File: src/poly_voice_allocator_macros.svh
// assertion helpers for the voice allocator
`ifndef POLY_VOICE_ALLOCATOR_MACROS_SVH
`define POLY_VOICE_ALLOCATOR_MACROS_SVH

// condition that must hold on every clock out of reset
`define PVA_ALWAYS(label, cond, msg) \
  label: assert property (@(posedge clk) disable iff (rst) (cond)) else $error(msg);

// implication checked on every clock out of reset
`define PVA_IMPLY(label, ante, cons, msg) \
  label: assert property (@(posedge clk) disable iff (rst) (ante) |-> (cons)) else $error(msg);

`endif

File: src/pva_pkg.sv
package pva_pkg;

  localparam int VIDX_W  = 4;
  localparam int CMD_MAX = 32;
  localparam int CNT_W   = 6;

  // input kinds
  localparam logic [2:0] KIND_NOTE_ON    = 3'd0;
  localparam logic [2:0] KIND_NOTE_OFF   = 3'd1;
  localparam logic [2:0] KIND_SUSTAIN    = 3'd2;
  localparam logic [2:0] KIND_PORTA_EN   = 3'd3;
  localparam logic [2:0] KIND_PORTA_TIME = 3'd4;
  localparam logic [2:0] KIND_ALL_OFF    = 3'd5;
  localparam logic [2:0] KIND_PANIC      = 3'd6;
  localparam logic [2:0] KIND_TICK       = 3'd7;

  // command actions
  localparam logic [2:0] ACT_LFO_RETRIG = 3'd0;
  localparam logic [2:0] ACT_START      = 3'd1;
  localparam logic [2:0] ACT_OSC_RESET  = 3'd2;
  localparam logic [2:0] ACT_GLIDE_FROM = 3'd3;
  localparam logic [2:0] ACT_TAKE_SIG   = 3'd4;
  localparam logic [2:0] ACT_TAKE_STATE = 3'd5;
  localparam logic [2:0] ACT_KEY_REL    = 3'd6;
  localparam logic [2:0] ACT_FREED      = 3'd7;

  // configuration register indexes
  localparam logic CFG_MONO_MODE = 1'b0;
  localparam logic CFG_OSC_SYNC  = 1'b1;

  localparam logic [6:0] CTRL_ON_MIN = 7'd64;

  typedef enum logic [2:0] {
    OP_PRESS, OP_RELEASE, OP_SUSTAIN, OP_PORTA_EN,
    OP_PORTA_TIME, OP_ALL_OFF, OP_PANIC, OP_TICK
  } op_t;

  typedef struct packed {
    op_t         op;
    logic [3:0]  channel;
    logic [6:0]  pitch;
    logic [6:0]  velocity;
    logic [6:0]  ctrl_value;
    logic [15:0] released_mask;
  } item_t;

  typedef struct packed {
    logic [2:0] action;
    logic [3:0] voice;
    logic [3:0] src;
    logic [6:0] pitch;
    logic [6:0] velocity;
    logic [3:0] channel;
  } cmd_t;

  typedef struct packed {
    logic             busy;
    logic             pend_valid;
    logic [CNT_W-1:0] emit_cnt;
  } status_t;

endpackage

File: src/pva_in_if.sv
interface pva_in_if;
  logic        valid;
  logic        ready;
  logic [2:0]  kind;
  logic [3:0]  channel;
  logic [6:0]  pitch;
  logic [6:0]  velocity;
  logic [6:0]  ctrl_value;
  logic [15:0] released_mask;

  modport source (output valid, kind, channel, pitch, velocity, ctrl_value, released_mask,
                  input ready);
  modport sink (input valid, kind, channel, pitch, velocity, ctrl_value, released_mask,
                output ready);
endinterface

File: src/pva_out_if.sv
interface pva_out_if;
  logic       valid;
  logic       ready;
  logic [2:0] action;
  logic [3:0] voice_index;
  logic [3:0] source_voice;
  logic [6:0] note_pitch;
  logic [6:0] note_velocity;
  logic [3:0] note_channel;
  logic       last;

  modport source (output valid, action, voice_index, source_voice, note_pitch,
                  note_velocity, note_channel, last, input ready);
  modport sink (input valid, action, voice_index, source_voice, note_pitch,
                note_velocity, note_channel, last, output ready);
endinterface

File: src/poly_voice_allocator.sv
// Polyphonic voice allocator. Requests on in_ch are classified and queued (two deep), then
// a sequencer works them one at a time and sends voice commands on out_ch through an output
// register. The sequencer walks the voices one voice a cycle, held while out_ch stalls:
// a note-on runs a round-robin search for a free voice, walks every voice to steal the
// oldest when all are held, then applies the note and steps the LFO, start, oscillator,
// glide and mono states; a note-off searches for the key, then in mono mode seeks the
// highest held note; sustain release, panic and block tick walk every voice; all-notes-off
// releases each held voice in turn. At most 32 commands go out per request, the last marked.
`include "poly_voice_allocator_macros.svh"

module poly_voice_allocator #(
  parameter int VOICES = 16
) (
  input  logic clk,
  input  logic rst,
  pva_in_if.sink    in_ch,
  pva_out_if.source out_ch,
  input  logic cfg_we,
  input  logic cfg_addr,
  input  logic cfg_wdata
);
  import pva_pkg::*;

  logic    mono_mode;
  logic    osc_sync_enable;
  logic    q_valid;
  item_t   q_item;
  logic    pop;
  status_t status;

  always_ff @(posedge clk) begin
    if (rst) begin
      mono_mode       <= 1'b0;
      osc_sync_enable <= 1'b0;
    end else if (cfg_we) begin
      case (cfg_addr)
        CFG_MONO_MODE: mono_mode       <= cfg_wdata;
        CFG_OSC_SYNC:  osc_sync_enable <= cfg_wdata;
        default:       mono_mode       <= mono_mode;
      endcase
    end
  end

  pva_front u_front (
    .clk     (clk),
    .rst     (rst),
    .in_ch   (in_ch),
    .q_valid (q_valid),
    .q_item  (q_item),
    .pop     (pop)
  );

  pva_back #(.VOICES(VOICES)) u_back (
    .clk       (clk),
    .rst       (rst),
    .q_valid   (q_valid),
    .q_item    (q_item),
    .pop       (pop),
    .mono_mode (mono_mode),
    .osc_sync  (osc_sync_enable),
    .out_ch    (out_ch),
    .status    (status)
  );

  `PVA_IMPLY(a_idle_no_pend, !status.busy, !status.pend_valid, "command held while idle")
  `PVA_ALWAYS(a_cmd_cap, status.emit_cnt <= CNT_W'(CMD_MAX), "command count over cap")
  `PVA_IMPLY(a_start_vel, out_ch.valid && (out_ch.action == ACT_START), out_ch.note_velocity != 7'd0, "start with zero velocity")
endmodule

File: src/pva_front.sv
module pva_front (
  input  logic           clk,
  input  logic           rst,
  pva_in_if.sink         in_ch,
  output logic           q_valid,
  output pva_pkg::item_t q_item,
  input  logic           pop
);
  import pva_pkg::*;

  item_t      slot [2];
  logic       wr_ptr;
  logic       rd_ptr;
  logic [1:0] count;
  item_t      cls;
  logic       push;

  // classify the request
  always_comb begin
    cls.channel       = in_ch.channel;
    cls.pitch         = in_ch.pitch;
    cls.velocity      = in_ch.velocity;
    cls.ctrl_value    = in_ch.ctrl_value;
    cls.released_mask = in_ch.released_mask;
    case (in_ch.kind)
      KIND_NOTE_ON:    cls.op = (in_ch.velocity == 7'd0) ? OP_RELEASE : OP_PRESS;
      KIND_NOTE_OFF:   cls.op = OP_RELEASE;
      KIND_SUSTAIN:    cls.op = OP_SUSTAIN;
      KIND_PORTA_EN:   cls.op = OP_PORTA_EN;
      KIND_PORTA_TIME: cls.op = OP_PORTA_TIME;
      KIND_ALL_OFF:    cls.op = OP_ALL_OFF;
      KIND_PANIC:      cls.op = OP_PANIC;
      default:         cls.op = OP_TICK;
    endcase
  end

  assign in_ch.ready = (count != 2'd2);
  assign push        = in_ch.valid && in_ch.ready;
  assign q_valid     = (count != 2'd0);
  assign q_item      = slot[rd_ptr];

  always_ff @(posedge clk) begin
    if (push) begin
      slot[wr_ptr] <= cls;
    end
  end

  always_ff @(posedge clk) begin
    if (rst) begin
      wr_ptr <= 1'b0;
      rd_ptr <= 1'b0;
      count  <= 2'd0;
    end else begin
      if (push) begin
        wr_ptr <= ~wr_ptr;
      end
      if (pop && q_valid) begin
        rd_ptr <= ~rd_ptr;
      end
      if (push && !(pop && q_valid)) begin
        count <= count + 2'd1;
      end else if (!push && pop && q_valid) begin
        count <= count - 2'd1;
      end
    end
  end
endmodule

File: src/pva_back.sv
module pva_back #(
  parameter int VOICES = 16
) (
  input  logic             clk,
  input  logic             rst,
  input  logic             q_valid,
  input  pva_pkg::item_t   q_item,
  output logic             pop,
  input  logic             mono_mode,
  input  logic             osc_sync,
  pva_out_if.source        out_ch,
  output pva_pkg::status_t status
);
  import pva_pkg::*;

  localparam int VW = $clog2(VOICES);
  localparam logic [VW-1:0] LAST_V = VW'(VOICES - 1);

  typedef enum logic [4:0] {
    S_IDLE, S_P_FIND, S_P_STEAL, S_P_APPLY, S_P_LFO, S_P_START, S_P_OSC,
    S_P_GLIDE, S_P_MONO, S_R_FIND, S_R_MONO, S_R_XFER, S_R_SUS, S_ANO,
    S_SUS, S_PANIC, S_TICK, S_DONE
  } state_t;

  state_t           state;
  item_t            it;
  logic [VOICES-1:0] held;
  logic [VOICES-1:0] sust;
  logic [VOICES-1:0] live;
  logic [6:0]       vpitch [VOICES];
  logic [31:0]      vage [VOICES];
  logic [31:0]      note_counter;
  logic [VW-1:0]    next_voice;
  logic [VW-1:0]    last_active;
  logic             last_valid;
  logic             sustain_on;
  logic             porta_en;
  logic [6:0]       porta_time;

  logic [VW-1:0]    idx;
  logic [VW-1:0]    vi;
  logic [VW-1:0]    cnt;
  logic [VW-1:0]    n;
  logic [VW-1:0]    best;
  logic [31:0]      best_age;
  logic [VW-1:0]    target;
  logic [6:0]       high;
  logic             has;
  logic             ano;

  cmd_t             pend;
  logic             pend_valid;
  logic [CNT_W-1:0] emit_cnt;
  cmd_t             out_cmd;
  logic             out_valid;
  logic             out_last;

  logic             gen;
  cmd_t             gcmd;
  logic             keep;
  logic             push;
  logic             slot_free;
  logic             go;
  logic             mono_any;
  logic [VW-1:0]    mono_i;
  logic             mask_bit;
  logic [6:0]       pitch_rd;
  logic [31:0]      age_rd;
  logic             apply;

  assign pitch_rd = vpitch[idx];
  assign age_rd   = vage[idx];
  assign mask_bit = (7'(vi) < 7'd16) && it.released_mask[4'(vi)];

  // first live voice other than the new one
  always_comb begin
    mono_any = 1'b0;
    mono_i   = '0;
    for (int k = VOICES - 1; k >= 0; k--) begin
      if (live[k] && (VW'(k) != n)) begin
        mono_any = 1'b1;
        mono_i   = VW'(k);
      end
    end
  end

  always_comb begin
    gen  = 1'b0;
    gcmd = '0;
    case (state)
      S_P_LFO: begin
        gen         = 1'b1;
        gcmd.action = ACT_LFO_RETRIG;
        gcmd.voice  = 4'(n);
      end
      S_P_START: begin
        gen           = 1'b1;
        gcmd.action   = ACT_START;
        gcmd.voice    = 4'(n);
        gcmd.pitch    = it.pitch;
        gcmd.velocity = it.velocity;
        gcmd.channel  = it.channel;
      end
      S_P_OSC: begin
        gen         = osc_sync;
        gcmd.action = ACT_OSC_RESET;
        gcmd.voice  = 4'(n);
      end
      S_P_GLIDE: begin
        gen         = last_valid && porta_en && (porta_time != 7'd0);
        gcmd.action = ACT_GLIDE_FROM;
        gcmd.voice  = 4'(n);
        gcmd.src    = 4'(last_active);
      end
      S_P_MONO: begin
        gen         = mono_mode && mono_any;
        gcmd.action = held[mono_i] ? ACT_TAKE_STATE : ACT_TAKE_SIG;
        gcmd.voice  = 4'(n);
        gcmd.src    = 4'(mono_i);
      end
      S_R_XFER: begin
        gen         = has && live[n];
        gcmd.action = ACT_TAKE_STATE;
        gcmd.voice  = 4'(target);
        gcmd.src    = 4'(n);
      end
      S_R_SUS: begin
        gen         = !sustain_on && live[n];
        gcmd.action = ACT_KEY_REL;
        gcmd.voice  = 4'(n);
      end
      S_SUS: begin
        gen         = sust[vi] && !held[vi];
        gcmd.action = ACT_KEY_REL;
        gcmd.voice  = 4'(vi);
      end
      S_PANIC: begin
        gen         = 1'b1;
        gcmd.action = ACT_OSC_RESET;
        gcmd.voice  = 4'(vi);
      end
      S_TICK: begin
        gen         = live[vi] && !held[vi] && !sust[vi] && mask_bit;
        gcmd.action = ACT_FREED;
        gcmd.voice  = 4'(vi);
      end
      default: begin
        gen = 1'b0;
      end
    endcase
  end

  // commands beyond the cap are dropped, the newest stays held back for last
  assign keep      = gen && (emit_cnt < CNT_W'(CMD_MAX));
  assign push      = pend_valid && (keep || (state == S_DONE));
  assign slot_free = !out_valid || out_ch.ready;
  assign go        = !push || slot_free;
  assign pop       = (state == S_IDLE) && q_valid;
  assign apply     = (state == S_P_APPLY);

  always_ff @(posedge clk) begin
    if (apply) begin
      vpitch[n] <= it.pitch;
      vage[n]   <= note_counter + 32'd1;
    end
  end

  always_ff @(posedge clk) begin
    if (pop) begin
      it <= q_item;
    end
    if (push && go) begin
      out_cmd  <= pend;
      out_last <= (state == S_DONE);
    end
    if (keep && go) begin
      pend <= gcmd;
    end
  end

  always_ff @(posedge clk) begin
    if (rst) begin
      state        <= S_IDLE;
      held         <= '0;
      sust         <= '0;
      live         <= '0;
      note_counter <= '0;
      next_voice   <= '0;
      last_active  <= '0;
      last_valid   <= 1'b0;
      sustain_on   <= 1'b0;
      porta_en     <= 1'b0;
      porta_time   <= '0;
      pend_valid   <= 1'b0;
      emit_cnt     <= '0;
      out_valid    <= 1'b0;
      idx          <= '0;
      vi           <= '0;
      cnt          <= '0;
      n            <= '0;
      best         <= '0;
      best_age     <= '0;
      target       <= '0;
      high         <= '0;
      has          <= 1'b0;
      ano          <= 1'b0;
    end else begin
      if (push && go) begin
        out_valid <= 1'b1;
      end else if (out_ch.ready) begin
        out_valid <= 1'b0;
      end
      if (keep && go) begin
        pend_valid <= 1'b1;
        emit_cnt   <= emit_cnt + CNT_W'(1);
      end
      if (go) begin
        case (state)
          S_IDLE: begin
            if (q_valid) begin
              case (q_item.op)
                OP_PRESS: begin
                  idx   <= next_voice;
                  cnt   <= '0;
                  state <= S_P_FIND;
                end
                OP_RELEASE: begin
                  idx   <= '0;
                  ano   <= 1'b0;
                  state <= S_R_FIND;
                end
                OP_SUSTAIN: begin
                  sustain_on <= (q_item.ctrl_value >= CTRL_ON_MIN);
                  vi         <= '0;
                  state      <= (q_item.ctrl_value >= CTRL_ON_MIN) ? S_DONE : S_SUS;
                end
                OP_PORTA_EN: begin
                  porta_en <= (q_item.ctrl_value >= CTRL_ON_MIN);
                  state    <= S_DONE;
                end
                OP_PORTA_TIME: begin
                  porta_time <= q_item.ctrl_value;
                  state      <= S_DONE;
                end
                OP_ALL_OFF: begin
                  vi    <= '0;
                  ano   <= 1'b1;
                  state <= S_ANO;
                end
                OP_PANIC: begin
                  held  <= '0;
                  live  <= '0;
                  vi    <= '0;
                  state <= S_PANIC;
                end
                default: begin
                  vi    <= '0;
                  state <= S_TICK;
                end
              endcase
            end
          end
          S_P_FIND: begin
            if (!held[idx]) begin
              n     <= idx;
              state <= S_P_APPLY;
            end else if (cnt == LAST_V) begin
              idx   <= '0;
              state <= S_P_STEAL;
            end else begin
              idx <= (idx == LAST_V) ? '0 : idx + VW'(1);
              cnt <= cnt + VW'(1);
            end
          end
          S_P_STEAL: begin
            if ((idx == '0) || (age_rd < best_age)) begin
              best     <= idx;
              best_age <= age_rd;
            end
            if (idx == LAST_V) begin
              n     <= (age_rd < best_age) ? idx : best;
              state <= S_P_APPLY;
            end else begin
              idx <= idx + VW'(1);
            end
          end
          S_P_APPLY: begin
            next_voice   <= (n == LAST_V) ? '0 : n + VW'(1);
            note_counter <= note_counter + 32'd1;
            held[n]      <= 1'b1;
            live[n]      <= 1'b1;
            sust[n]      <= sustain_on;
            state        <= S_P_LFO;
          end
          S_P_LFO:   state <= S_P_START;
          S_P_START: state <= S_P_OSC;
          S_P_OSC:   state <= S_P_GLIDE;
          S_P_GLIDE: state <= S_P_MONO;
          S_P_MONO: begin
            if (gen) begin
              live[mono_i] <= 1'b0;
            end
            last_active <= n;
            last_valid  <= 1'b1;
            state       <= S_DONE;
          end
          S_R_FIND: begin
            if (held[idx] && (pitch_rd == it.pitch)) begin
              n         <= idx;
              held[idx] <= 1'b0;
              idx       <= '0;
              has       <= 1'b0;
              state     <= mono_mode ? S_R_MONO : S_R_SUS;
            end else if (idx == LAST_V) begin
              state <= S_DONE;
            end else begin
              idx <= idx + VW'(1);
            end
          end
          S_R_MONO: begin
            // highest held note, lowest voice on a tie
            if (held[idx] && (!has || (pitch_rd > high))) begin
              target <= idx;
              high   <= pitch_rd;
              has    <= 1'b1;
            end
            if (idx == LAST_V) begin
              state <= S_R_XFER;
            end else begin
              idx <= idx + VW'(1);
            end
          end
          S_R_XFER: begin
            if (gen) begin
              live[n]      <= 1'b0;
              live[target] <= 1'b1;
            end
            state <= S_R_SUS;
          end
          S_R_SUS: begin
            if (sustain_on) begin
              sust[n] <= 1'b1;
            end
            if (ano && (vi != LAST_V)) begin
              vi    <= vi + VW'(1);
              state <= S_ANO;
            end else begin
              state <= S_DONE;
            end
          end
          S_ANO: begin
            if (held[vi]) begin
              n        <= vi;
              held[vi] <= 1'b0;
              idx      <= '0;
              has      <= 1'b0;
              state    <= mono_mode ? S_R_MONO : S_R_SUS;
            end else if (vi == LAST_V) begin
              state <= S_DONE;
            end else begin
              vi <= vi + VW'(1);
            end
          end
          S_SUS: begin
            if (gen) begin
              sust[vi] <= 1'b0;
            end
            if (vi == LAST_V) begin
              state <= S_DONE;
            end else begin
              vi <= vi + VW'(1);
            end
          end
          S_PANIC: begin
            if (vi == LAST_V) begin
              state <= S_DONE;
            end else begin
              vi <= vi + VW'(1);
            end
          end
          S_TICK: begin
            if (gen) begin
              live[vi] <= 1'b0;
            end
            if (vi == LAST_V) begin
              state <= S_DONE;
            end else begin
              vi <= vi + VW'(1);
            end
          end
          S_DONE: begin
            pend_valid <= 1'b0;
            emit_cnt   <= '0;
            state      <= S_IDLE;
          end
          default: begin
            state <= S_IDLE;
          end
        endcase
      end
    end
  end

  assign out_ch.valid         = out_valid;
  assign out_ch.action        = out_cmd.action;
  assign out_ch.voice_index   = out_cmd.voice;
  assign out_ch.source_voice  = out_cmd.src;
  assign out_ch.note_pitch    = out_cmd.pitch;
  assign out_ch.note_velocity = out_cmd.velocity;
  assign out_ch.note_channel  = out_cmd.channel;
  assign out_ch.last          = out_last;

  assign status.busy       = (state != S_IDLE);
  assign status.pend_valid = pend_valid;
  assign status.emit_cnt   = emit_cnt;
endmodule

File: src/flat_wrapper.sv
// flat-port wrapper written by rule: the top's interface ports become plain ports
module poly_voice_allocator_flat import pva_pkg::*;
#(
  parameter int VOICES = 16
)
  (clk, rst, cfg_we, cfg_addr, cfg_wdata, in_ch_valid, in_ch_kind, in_ch_channel, in_ch_pitch, in_ch_velocity, in_ch_ctrl_value, in_ch_released_mask, in_ch_ready, out_ch_valid, out_ch_action, out_ch_voice_index, out_ch_source_voice, out_ch_note_pitch, out_ch_note_velocity, out_ch_note_channel, out_ch_last, out_ch_ready);
  pva_in_if in_ch_i ();
  pva_out_if out_ch_i ();
  input  logic clk;
  input  logic rst;
  input  logic cfg_we;
  input  logic cfg_addr;
  input  logic cfg_wdata;
  input wire logic [$bits(in_ch_i.valid)-1:0] in_ch_valid;
  input wire logic [$bits(in_ch_i.kind)-1:0] in_ch_kind;
  input wire logic [$bits(in_ch_i.channel)-1:0] in_ch_channel;
  input wire logic [$bits(in_ch_i.pitch)-1:0] in_ch_pitch;
  input wire logic [$bits(in_ch_i.velocity)-1:0] in_ch_velocity;
  input wire logic [$bits(in_ch_i.ctrl_value)-1:0] in_ch_ctrl_value;
  input wire logic [$bits(in_ch_i.released_mask)-1:0] in_ch_released_mask;
  output wire logic [$bits(in_ch_i.ready)-1:0] in_ch_ready;
  output wire logic [$bits(out_ch_i.valid)-1:0] out_ch_valid;
  output wire logic [$bits(out_ch_i.action)-1:0] out_ch_action;
  output wire logic [$bits(out_ch_i.voice_index)-1:0] out_ch_voice_index;
  output wire logic [$bits(out_ch_i.source_voice)-1:0] out_ch_source_voice;
  output wire logic [$bits(out_ch_i.note_pitch)-1:0] out_ch_note_pitch;
  output wire logic [$bits(out_ch_i.note_velocity)-1:0] out_ch_note_velocity;
  output wire logic [$bits(out_ch_i.note_channel)-1:0] out_ch_note_channel;
  output wire logic [$bits(out_ch_i.last)-1:0] out_ch_last;
  input wire logic [$bits(out_ch_i.ready)-1:0] out_ch_ready;
  assign in_ch_i.valid = in_ch_valid;
  assign in_ch_i.kind = in_ch_kind;
  assign in_ch_i.channel = in_ch_channel;
  assign in_ch_i.pitch = in_ch_pitch;
  assign in_ch_i.velocity = in_ch_velocity;
  assign in_ch_i.ctrl_value = in_ch_ctrl_value;
  assign in_ch_i.released_mask = in_ch_released_mask;
  assign in_ch_ready = in_ch_i.ready;
  assign out_ch_valid = out_ch_i.valid;
  assign out_ch_action = out_ch_i.action;
  assign out_ch_voice_index = out_ch_i.voice_index;
  assign out_ch_source_voice = out_ch_i.source_voice;
  assign out_ch_note_pitch = out_ch_i.note_pitch;
  assign out_ch_note_velocity = out_ch_i.note_velocity;
  assign out_ch_note_channel = out_ch_i.note_channel;
  assign out_ch_last = out_ch_i.last;
  assign out_ch_i.ready = out_ch_ready;
  poly_voice_allocator #(.VOICES(VOICES)) u_core (.clk(clk), .rst(rst), .in_ch(in_ch_i), .out_ch(out_ch_i), .cfg_we(cfg_we), .cfg_addr(cfg_addr), .cfg_wdata(cfg_wdata));
endmodule
File: config.mk
export PLATFORM = sky130hd
export DESIGN_NAME = poly_voice_allocator_flat
export DESIGN_NICKNAME = d
export VERILOG_FILES = /design/src/pva_pkg.sv /design/src/pva_in_if.sv /design/src/pva_out_if.sv /design/src/poly_voice_allocator.sv /design/src/pva_front.sv /design/src/pva_back.sv /design/src/flat_wrapper.sv
export VERILOG_INCLUDE_DIRS = /design/src /design/src/src
export SDC_FILE = /design/constraint.sdc
export NUM_CORES = 1
export LEC_CHECK = 0
export ABC_AREA = 1
export BUFFER_PORTS_ARGS = -buffer_cell sky130_fd_sc_hd__buf_2
export CORE_ASPECT_RATIO = 1.4
export CORE_MARGIN = 8
export CORE_UTILIZATION = 60
export DETAILED_ROUTE_END_ITERATION = 16
export GPL_ROUTABILITY_DRIVEN = 0
export PLACE_DENSITY = 0.76
export SKIP_CTS_REPAIR_TIMING = 1
export SYNTH_ARGS = -nofsm -noshare
export SYNTH_HDL_FRONTEND = slang
export SYNTH_SLANG_ARGS = --single-unit
File: constraint.sdc
create_clock -name clk -period 10.4 [get_ports clk]
set_input_delay 3.12 -clock clk [delete_from_list [all_inputs] [get_ports clk]]
set_output_delay 3.12 -clock clk [all_outputs]
set_load 0.02 [all_outputs]
# ---- After elaboration in Yosys (flattened, before gate mapping)
# Memory sizes are Yosys's and may differ from the RTL's. A register that Yosys moved wholly into a read port is not among the register bits.
# Cells that the tools add are included.
dict set report word_totals {
  word_cells 401
  in_bits 51
  output_inout_bits 32
  ram_bits 712
  memories 3
  reg_bits 275
}
# memory depth word_bits read_ports rd_ports_with_merged_regs wr line_no
set memory_table {}
lappend memory_table {u_core.u_back.vage 16 32 1 1 1 pva_back.sv:31} ;# logic [31:0] vage [VOICES];
lappend memory_table {u_core.u_back.vpitch 16 7 1 1 1 pva_back.sv:30} ;# logic [6:0] vpitch [VOICES];
lappend memory_table {u_core.u_front.slot 2 44 1 1 1 pva_front.sv:11} ;# item_t slot [2];
dict set report classes {
  order_cmp 14
  n_addsub 8
  n_bitwise 17
  n_reduce_logical 99
  mux 141
  eq_ne 73
}
# operator n
set ops {}
lappend ops {{4-bit two-way mux} 42}
lappend ops {{16-bit two-way mux} 9}
lappend ops {{16-bit bitwise AND} 6}
lappend ops {{16-bit one-hot mux with 5 select lines} 1}
lappend ops {{5-bit one-hot mux with 15 select lines} 1}
lappend ops {{7-bit one-hot mux with 10 select lines} 1}
lappend ops {{16-bit NOT} 4}
lappend ops {{16-bit OR} 4}
lappend ops {{16-bit one-hot mux with 4 select lines} 1}
lappend ops {{5-bit two-way mux} 11}
lappend ops {{16-bit one-hot mux with 3 select lines} 1}
lappend ops {{1-bit two-way mux} 44}
lappend ops {{1-bit logical AND} 43}
lappend ops {{5-bit by 4-bit equality test with 1-bit output (second input constant)} 8}
lappend ops {{2-bit != test (second input constant)} 18}
lappend ops {{6-bit AND reduction} 6}
lappend ops {{32-bit by 1-bit adder with 32-bit output (second input constant)} 1}
lappend ops {{32-bit less-than comparator} 1}
lappend ops {{4-bit != test (first input constant)} 8}
lappend ops {{4-bit one-hot mux with 4 select lines} 2}
lappend ops {{5-bit one-hot mux with 6 select lines} 1}
lappend ops {{1-bit binary-select mux with 4-bit select} 7}
lappend ops {{4-bit by 5-bit less-than comparator with 1-bit output (second input constant)} 5}
lappend ops {{3-bit one-hot mux with 7 select lines} 1}
lappend ops {{other kinds (55)} 126}

# ---- Depth between registers and ports, before layout
# Gate-level depths: netlist of the first run.
dict set report depth {
  depth_word 29
  depth_mapped 27
  ltp_nobuf 26
}

# ---- By module
# Synthesis of the first run repeated with hierarchy kept, for this count alone.
dict set report hier_totals {
  cells_unflattened 4095
  area_unflattened_um2 43495.5
}
# module cells_each n_inst area_each_um2 seq_area_each_um2
set modules_own_cells {}
lappend modules_own_cells {pva_back 3900 1 39763.1 25134.1}
lappend modules_own_cells {pva_front 182 1 3646.0 2742.6}
lappend modules_own_cells {poly_voice_allocator 13 1 86.3 40.0}

# ---- Worst setup path after synthesis of the first run
# No wires, ideal clock.
dict set report synth_timing {
  path_type {in2reg}
  startpoint {input port in_ch_valid}
  endpoint {memory u_core.u_front.slot[1][0] (netlist bit), enable pin}
  slack_ns 4.880
  n_path_buf 0
  stages 2
  setup_time_ns 0.447
  required_time_ns 9.953
  arrival_ns 5.073
  path_cell_list {nand2_1 nor2_1}
}
dict set report synth_between {
  elab_chain_cells 3
}
# item line_no
set synth_lines {}
lappend synth_lines {{start, declared} flat_wrapper.sv:14} ;# input wire logic [$bits(in_ch_i.valid)-1:0] in_ch_valid;
lappend synth_lines {{1-bit logical AND} pva_front.sv:38} ;# assign push = in_ch.valid && in_ch.ready;
lappend synth_lines {{1-bit two-way mux} pva_front.sv:43} ;# if (push) begin
lappend synth_lines {{1-bit two-way mux (not written as such)} pva_front.sv:44} ;# slot[wr_ptr] <= cls;
lappend synth_lines {{end, declared} pva_front.sv:11}
# Every way passes these cells.

==> results of run 1 <==
-- registers in the layout, indices dropped and copies added, names as in the netlist, 5 cells and up, named ones only --
signal                              flops
u_core.u_back.vpitch                  112
u_core.u_back.held                     16
u_core.u_back.it                       34
u_core.u_front.slot                    88
u_core.u_back.best_age                 32
u_core.u_back.high                      7
u_core.u_back.out_ch.note_pitch         7
u_core.u_back.porta_time                7
u_core.u_back.pend                     29
u_core.u_back.out_ch.note_velocity      7
u_core.u_back.vage                    512
u_core.u_back.emit_cnt                  6
u_core.u_back.state                     5
u_core.u_back.live                     16
u_core.u_back.note_counter             32
-- layer usage --
layer	global-route usage (%)	vias up	routed length, um
met4	17.2	0	7750
met1	32.7	15200	41200
met3	4.98	518	10500
met2	47.8	1826	56800
met5	0	-	0
li1	-	14500	-
-- placed cells by master (no fill, tap or decap), types with 25 or more instances in the layout --
| master | instances |
|---|---|
| edfxtp_1 | 805 |
| nand2_1 | 625 |
| nor2_1 | 553 |
| o21ai_0 | 507 |
| inv_1 | 269 |
| a21oi_1 | 235 |
| nand3_1 | 184 |
| dfxtp_1 | 183 |
| o221ai_1 | 105 |
| clkbuf_16 | 93 |
| buf_2 | 81 |
| o211ai_1 | 61 |
| ha_1 | 54 |
| buf_4 | 41 |
| xor2_1 | 37 |
| o22ai_1 | 35 |
| nor2_4 | 26 |
| nand4_1 | 25 |
-- power by group through the flow --
stage,clock network [mW],logic [mW],registers [mW]
after floorplan,0,1.88,4.85
after global placement,0,2.51,4.97
after detailed placement,0,2.58,4.98
after CTS,3.45,2.60,4.89
after global routing,3.59,2.93,4.92
final,3.42,2.66,4.90
-- metrics by stage --
stage               util, %  instance area (um^2)
global placement       61.9                 44100
CTS                    66.2                 47200
floorplan                 -                 43000
detailed placement     61.9                 44100
global route           66.2                 47200
finish                 66.2                 47200
-- worst max-delay path: cells and delay by family, from the launching register on --
kind / cells / cell delay (ps)
simple gates: 8 / 1650
flops: 1 / 1010
fa+ha+maj: 1 / 300
buf+inv: 2 / 1560
compound gates: 6 / 1200
-- kinds of logic (layout without fill, tap and decap cells) --
kind of cell | count (synthesis) | after routing
adder cells (fa/ha/maj) | 54 | 54
AND/OR/NAND/NOR | 1492 | 1492
buffers and inverters | 514 | 575
other | 0 | 1
flip-flops | 992 | 992
XOR/XNOR | 39 | 39
AO/OA/AOI/OAI | 1017 | 1017
-- path summary, 6_finish.rpt --
| check | startpoint | endpoint | slack, ps |
|---|---|---|---|
| hold / removal | u_core.u_back.pend[7] | u_core.u_back.out_ch.note_velocity[3] | 420 |
| setup / recovery | flip-flop | u_core.u_back.best_age[9] | 4290 |
| hold reg to reg | u_core.u_back.pend[7] | u_core.u_back.out_ch.note_velocity[3] | 420 |
| setup reg to reg | flip-flop | u_core.u_back.best_age[9] | 4290 |
-- cell type report --
cell class,instances,area (um^2)
Inverter,288,1090
Antenna cell,1,2.50
Clock buffer,120,2480
Timing Repair Buffer,123,733
Tap cell,944,1180
Fill cell,5240,24100
Sequential cell,992,27900
Clock inverter,44,559
Multi-Input combinational cell,2602,13200
==> results.ini, run 1 <==
[yosys]
syn_area_per_cell_um2 = 10.5
muxShareOfSynthArea_pct = 0
ys_seq_area_share_pct = 65.0
syn_nets = 4213
ys_warn_count = 0
synth_xor_area_share_pct = 0.795
ys.flop_type = edfxtp_1
synth_area_um2 = 43000
ys_top_cells_by_area = edfxtp_1 (56%), dfxtp_1 (8.7%), o21ai_0 (5.9%)
synth_compound_area_share_pct = 13.6
synth_top_cell_area_share_pct = 56.3
yosysMostFrequentCell = edfxtp_1
synth_fa_ha_area_share_pct = 1.57
synth_commonest_cells = edfxtp_1 (805), nand2_1 (625), nor2_1 (575), o21ai_0 (507), inv_1 (273)
synth_cells = 4108
synth_top_family_by_area = simple AND/OR/NAND/NOR gates
synth-edff-count = 805
ys_ff_latch = 992
synthArstFlopShare_pct = 0
ys_types = 54
yosys.area_share.simple_pct = 14.3
synth_top_area_cell = edfxtp_1

[global_route]
grt_pass1_vias = 31200
grt_max_degree = 212
grt_usage_pct = 28.0
antenna_found_initial = 1
grt_pass1_wl_mm = 177
grt_overflow_total = 0

[cts]
cts_max_level = 3
clock-sinks = 992
cts_tree = done
cts_root_buffer = clkbuf_16
cts_buffers = 88
clock_path_buffers = 3
clk_latency_ps = 660
clk_pin_slew_worst_paths_ps = 70

[sta]
worst_pin_slew_ps = 1260
finalSetupViolations = 0
max-slew-margin-rel_pct = 15.6
hold_viol_final = 0
fin_worst_skew_ps = 30.1
grt_setup_unrepaired = false
min_period_ps = 6110
setup_tns_ps = 0
fin_crit_sh_pct = 58.7
fmax_ghz = 0.164
holdWs_ps = 417
final_max_slew_viol_count = 0
worst_slack_ps = 4290

[detailed_routing]
ant_nets = 0
drtIter0Drc = 4168
post-route-drc-count = 0
drt_pass1_iterations = 9
viasPerCell = 6.25
routed_wl_mm = 116
via_count = 32000
post_drt_wl_per_cell_um = 22.7

[die]
fp.coreArea_um2 = 71300
num_rows = 116
die_area_um2 = 80600
die_h_um = 333
start_util_pct = 60.3
ios = 83
die_w_um = 242

[critical_path]
worst_path_most_repeated_cell = nand2_1
crit_type = reg -> reg
endpoint_kind = flip-flop
crit_arrival_ps = 6590
worstPathCellList = clkinv_2 -> buf_4 -> o21ai_0 -> o221ai_1 -> nand3_1 -> nand2_1 -> ha_1 -> a21oi_1 -> a31oi_1 -> a2111oi_0 -> nand2_1 -> nand2_1 -> nand2_1 -> nand2_2 -> nand2_2 -> nand2_1 -> a21oi_1
r2r_cells = 17
required_ps = 10890
slowest_delay_ps = 1010
cp_max_fo = 96
slowest_stage = dfxtp_4
start_kind = flip-flop

[hold_path]
hold_path_depth = 0
hold_path.class = reg -> reg

[placement]
hpwl_mm = 65.4
dp_slack_ps = 4400
io_buffers = 82
dp.cells = 4949

[job]
cap_viol_max_count = 0

[finish]
fin_cells = 5114
flow.area_growth_from_synthesis_pct = 9.77
nets = 4200
drive_gt1_share_pct = 8.11

[pwr]
ir_worst_vdd_uv = 260
total_power_mw = 11.0
pwr-share-seq_pct = 44.6
combPwrFrac_pct = 24.2
clockPowerShare_pct = 31.1
power_density_nw_per_um2 = 233
p_sw_share_pct = 32.8
p_int_mw = 7.38
p_leak_nw = 16.0
power.switching_mw = 3.60

[run_status]
outcome = finished clean

(Power assumes the default switching activity.)
==> run 2: changes to the inputs <==
Settings changed: CORE_UTILIZATION 60 to 57, PLACE_DENSITY 0.76 to 0.75.
Clock period 10.4 ns to 4.95 ns, I/O delays scaled along.
==> run 2 against run 1 <==
  * Global-route usage fell by 0.82 points
  * First-iteration DRC count down 17%
  * Sequential power increased by 110%
  * Worst setup slack lost 3900 ps
  * Clock power is 100% higher
  * Core utilization fell by 2.7 points
  * Via count about the same
  * Critical endpoint is now u_core.u_back.live[9]
  * Largest cell class unchanged
  * Largest power group unchanged
==> results.ini, run 2 (synthesis results as in run 1) <==
[run_status]
outcome = finished clean

[hold_path]
hold_end = u_core.u_back.out_ch.note_pitch[4]
worstHoldStart = u_core.u_back.pend[15]
hold_path_depth = 0  ; unchanged
hold_path.class = reg -> reg

[pwr]
total_power_mw = 22.9  ; +110%
power_density_nw_per_um2 = 482  ; +110%
p_leak_nw = 16.2  ; +1.3%
ir_worst_vdd_uv = 417  ; +60%

[placement]
hpwl_mm = 67.7  ; +3.5%
io_buffers = 82  ; unchanged
dp_slack_ps = 684  ; -3710 ps
dpl_cell_area_um2 = 44600  ; +1.2%
dp.cells = 5008  ; +1.2%

[sta]
final_max_slew_viol_count = 0  ; unchanged
fmax_ghz = 0.220  ; +34%
grt_setup_unrepaired = false
finalSetupViolations = 0  ; unchanged
fin_crit_sh_pct = 92.0  ; +33 points
holdWs_ps = 416  ; -0.849 ps
min_period_ps = 4550  ; -1550 ps
setup_tns_ps = 0  ; unchanged
hold_viol_final = 0  ; unchanged
max-slew-margin-rel_pct = 20.1  ; +4.5 points
worst_slack_ps = 398  ; -3900 ps
fin_worst_skew_ps = 24.1  ; -6.04 ps
worst_pin_slew_ps = 1190  ; -67.4 ps

[finish]
fin_cells = 5174  ; +1.2%
largest_reg_flops = 512  ; unchanged
flow.area_growth_from_synthesis_pct = 10.7
drive_gt1_share_pct = 9.04  ; +0.93 points
regMostFlops = u_core.u_back.vage
top_regs = u_core.u_back.vage: 512 flops, u_core.u_back.vpitch: 112 flops, u_core.u_front.slot: 88 flops
layout_common_cells = edfxtp_1 (805), nand2_1 (625), nor2_1 (553)
final_common_cell = edfxtp_1
nets = 4235  ; +0.83%
fillers = 5673  ; +8.3%
final_area_um2 = 47600  ; +0.83%
final_util_pct = 63.5  ; -2.7 points

[die]
die_w_um = 248  ; +2.4%
ios = 83  ; unchanged
die_area_um2 = 84600  ; +5.0%
start_util_pct = 57.4  ; -2.9 points
die_h_um = 341  ; +2.5%
fp.coreArea_um2 = 74900  ; +5.1%
num_rows = 119  ; +2.6%

[cts]
clock_path_buffers = 3  ; unchanged
clk_pin_slew_worst_paths_ps = 70  ; about the same
clk_latency_ps = 660  ; about the same
cts_tree = done
cts_max_level = 3  ; unchanged
clock-sinks = 992  ; unchanged
cts_root_buffer = clkbuf_16
cts_buffers = 88  ; unchanged

[critical_path]
r2r_cells = 18  ; +1
crit_type = reg -> reg
slowest_stage = nor2_4
slowest_delay_ps = 530  ; -480 ps
r2r-end = u_core.u_back.live[9]
cp_max_fo = 17  ; -82%
worstPathCellList = inv_1 -> ha_1 -> nand2_1 -> nand2_1 -> nand2_1 -> nor2_1 -> nand2_1 -> nor2_1 -> nor3_1 -> nor3_2 -> nand2_1 -> nand2_2 -> nand2_2 -> nand3_4 -> nand4_4 -> nor2_4 -> nand2_1 -> a21oi_1
crit_arrival_ps = 5130  ; -1460 ps
rrSetupSlack_ps = 400  ; -3900 ps
reg2reg_from = u_core.u_back.n[0]
worst_path_most_repeated_cell = nand2_1
start_kind = flip-flop
endpoint_kind = flip-flop
required_ps = 5530  ; -5360 ps
startpoint = u_core.u_back.n[0]

[global_route]
grt_overflow_total = 0  ; unchanged
grt_pass1_vias = 30500  ; -2.5%
grt_usage_pct = 27.2  ; -0.82 points
grt_max_degree = 105  ; -50%
grt_pass1_wl_mm = 175  ; -0.79%
antenna_found_initial = 1  ; unchanged

[detailed_routing]
viasPerCell = 6.19  ; -1.1%
drtIter0Drc = 3452  ; -17%
post_drt_wl_per_cell_um = 22.5  ; -0.86%
via_count = 32000  ; +0.066%
drt_pass1_iterations = 9  ; unchanged
ant_nets = 0  ; unchanged
post-route-drc-count = 0  ; unchanged
routed_wl_mm = 117  ; +0.30%

[job]
cap_viol_max_count = 0  ; unchanged

-- run 2: cell types whose count changed in the layout (fill, tap and decap cells not counted), sizes merged --
cell      delta
bufinv       -8
clkinv       +9
clkbuf       +2
clkinvlp     -2
buf         +35
-- run 2: layer usage --
| metal | vias to the layer above | wire, um | global-route usage [%] |
|---|---|---|---|
| met2 | 1700 | 58300 | 46.4 |
| met4 | 0 | 6840 | 14.9 |
| li1 | 14500 | - | - |
| met3 | 438 | 9670 | 5.01 |
| met1 | 15300 | 41700 | 32.2 |
| met5 | - | 0 | 0 |
-- run 2: critical path: cells and delay by family, from the launching register on --
kind / cells / cell delay (ps)
AND/OR/NAND/NOR: 15 / 2890
flip-flops: 1 / 490
adder cells (fa/ha/maj): 1 / 460
AO/OA/AOI/OAI: 1 / 150
buffers and inverters: 1 / 460
-- run 2: worst max-delay path by stage --
stage | slack [ps] | to | cells past startpoint
after global routing | 220 | u_core.u_back.best_age[20] | 18
after detailed placement | 680 | u_core.u_back.best_age[13] | 18
after global placement | 790 | u_core.u_back.live[4] | 18
after floorplan | 1060 | u_core.u_back.best[0] | 23
after CTS | 660 | u_core.u_back.best_age[20] | 18
final | 400 | u_core.u_back.live[9] | 18
-- run 2: final cells by class --
type,instances,area [um^2],share of cell area [%]
Antenna cell,1,2.50,0.00526
Multi-Input combinational cell,2602,13200,27.7
Timing Repair Buffer,158,1220,2.57
Sequential cell,992,27900,58.7
Clock inverter,43,363,0.763
Clock buffer,122,2550,5.35
Inverter,288,1090,2.29
Tap cell,968,1210,2.55
-- run 2: power by group --
part | total (mW) | leakage [nW] | switching, mW | internal (mW)
Sequential | 10.2 | 8.33 | 0.397 | 9.78
Combinational | 5.86 | 6.42 | 4.21 | 1.65
Clock | 6.86 | 1.44 | 2.99 | 3.87
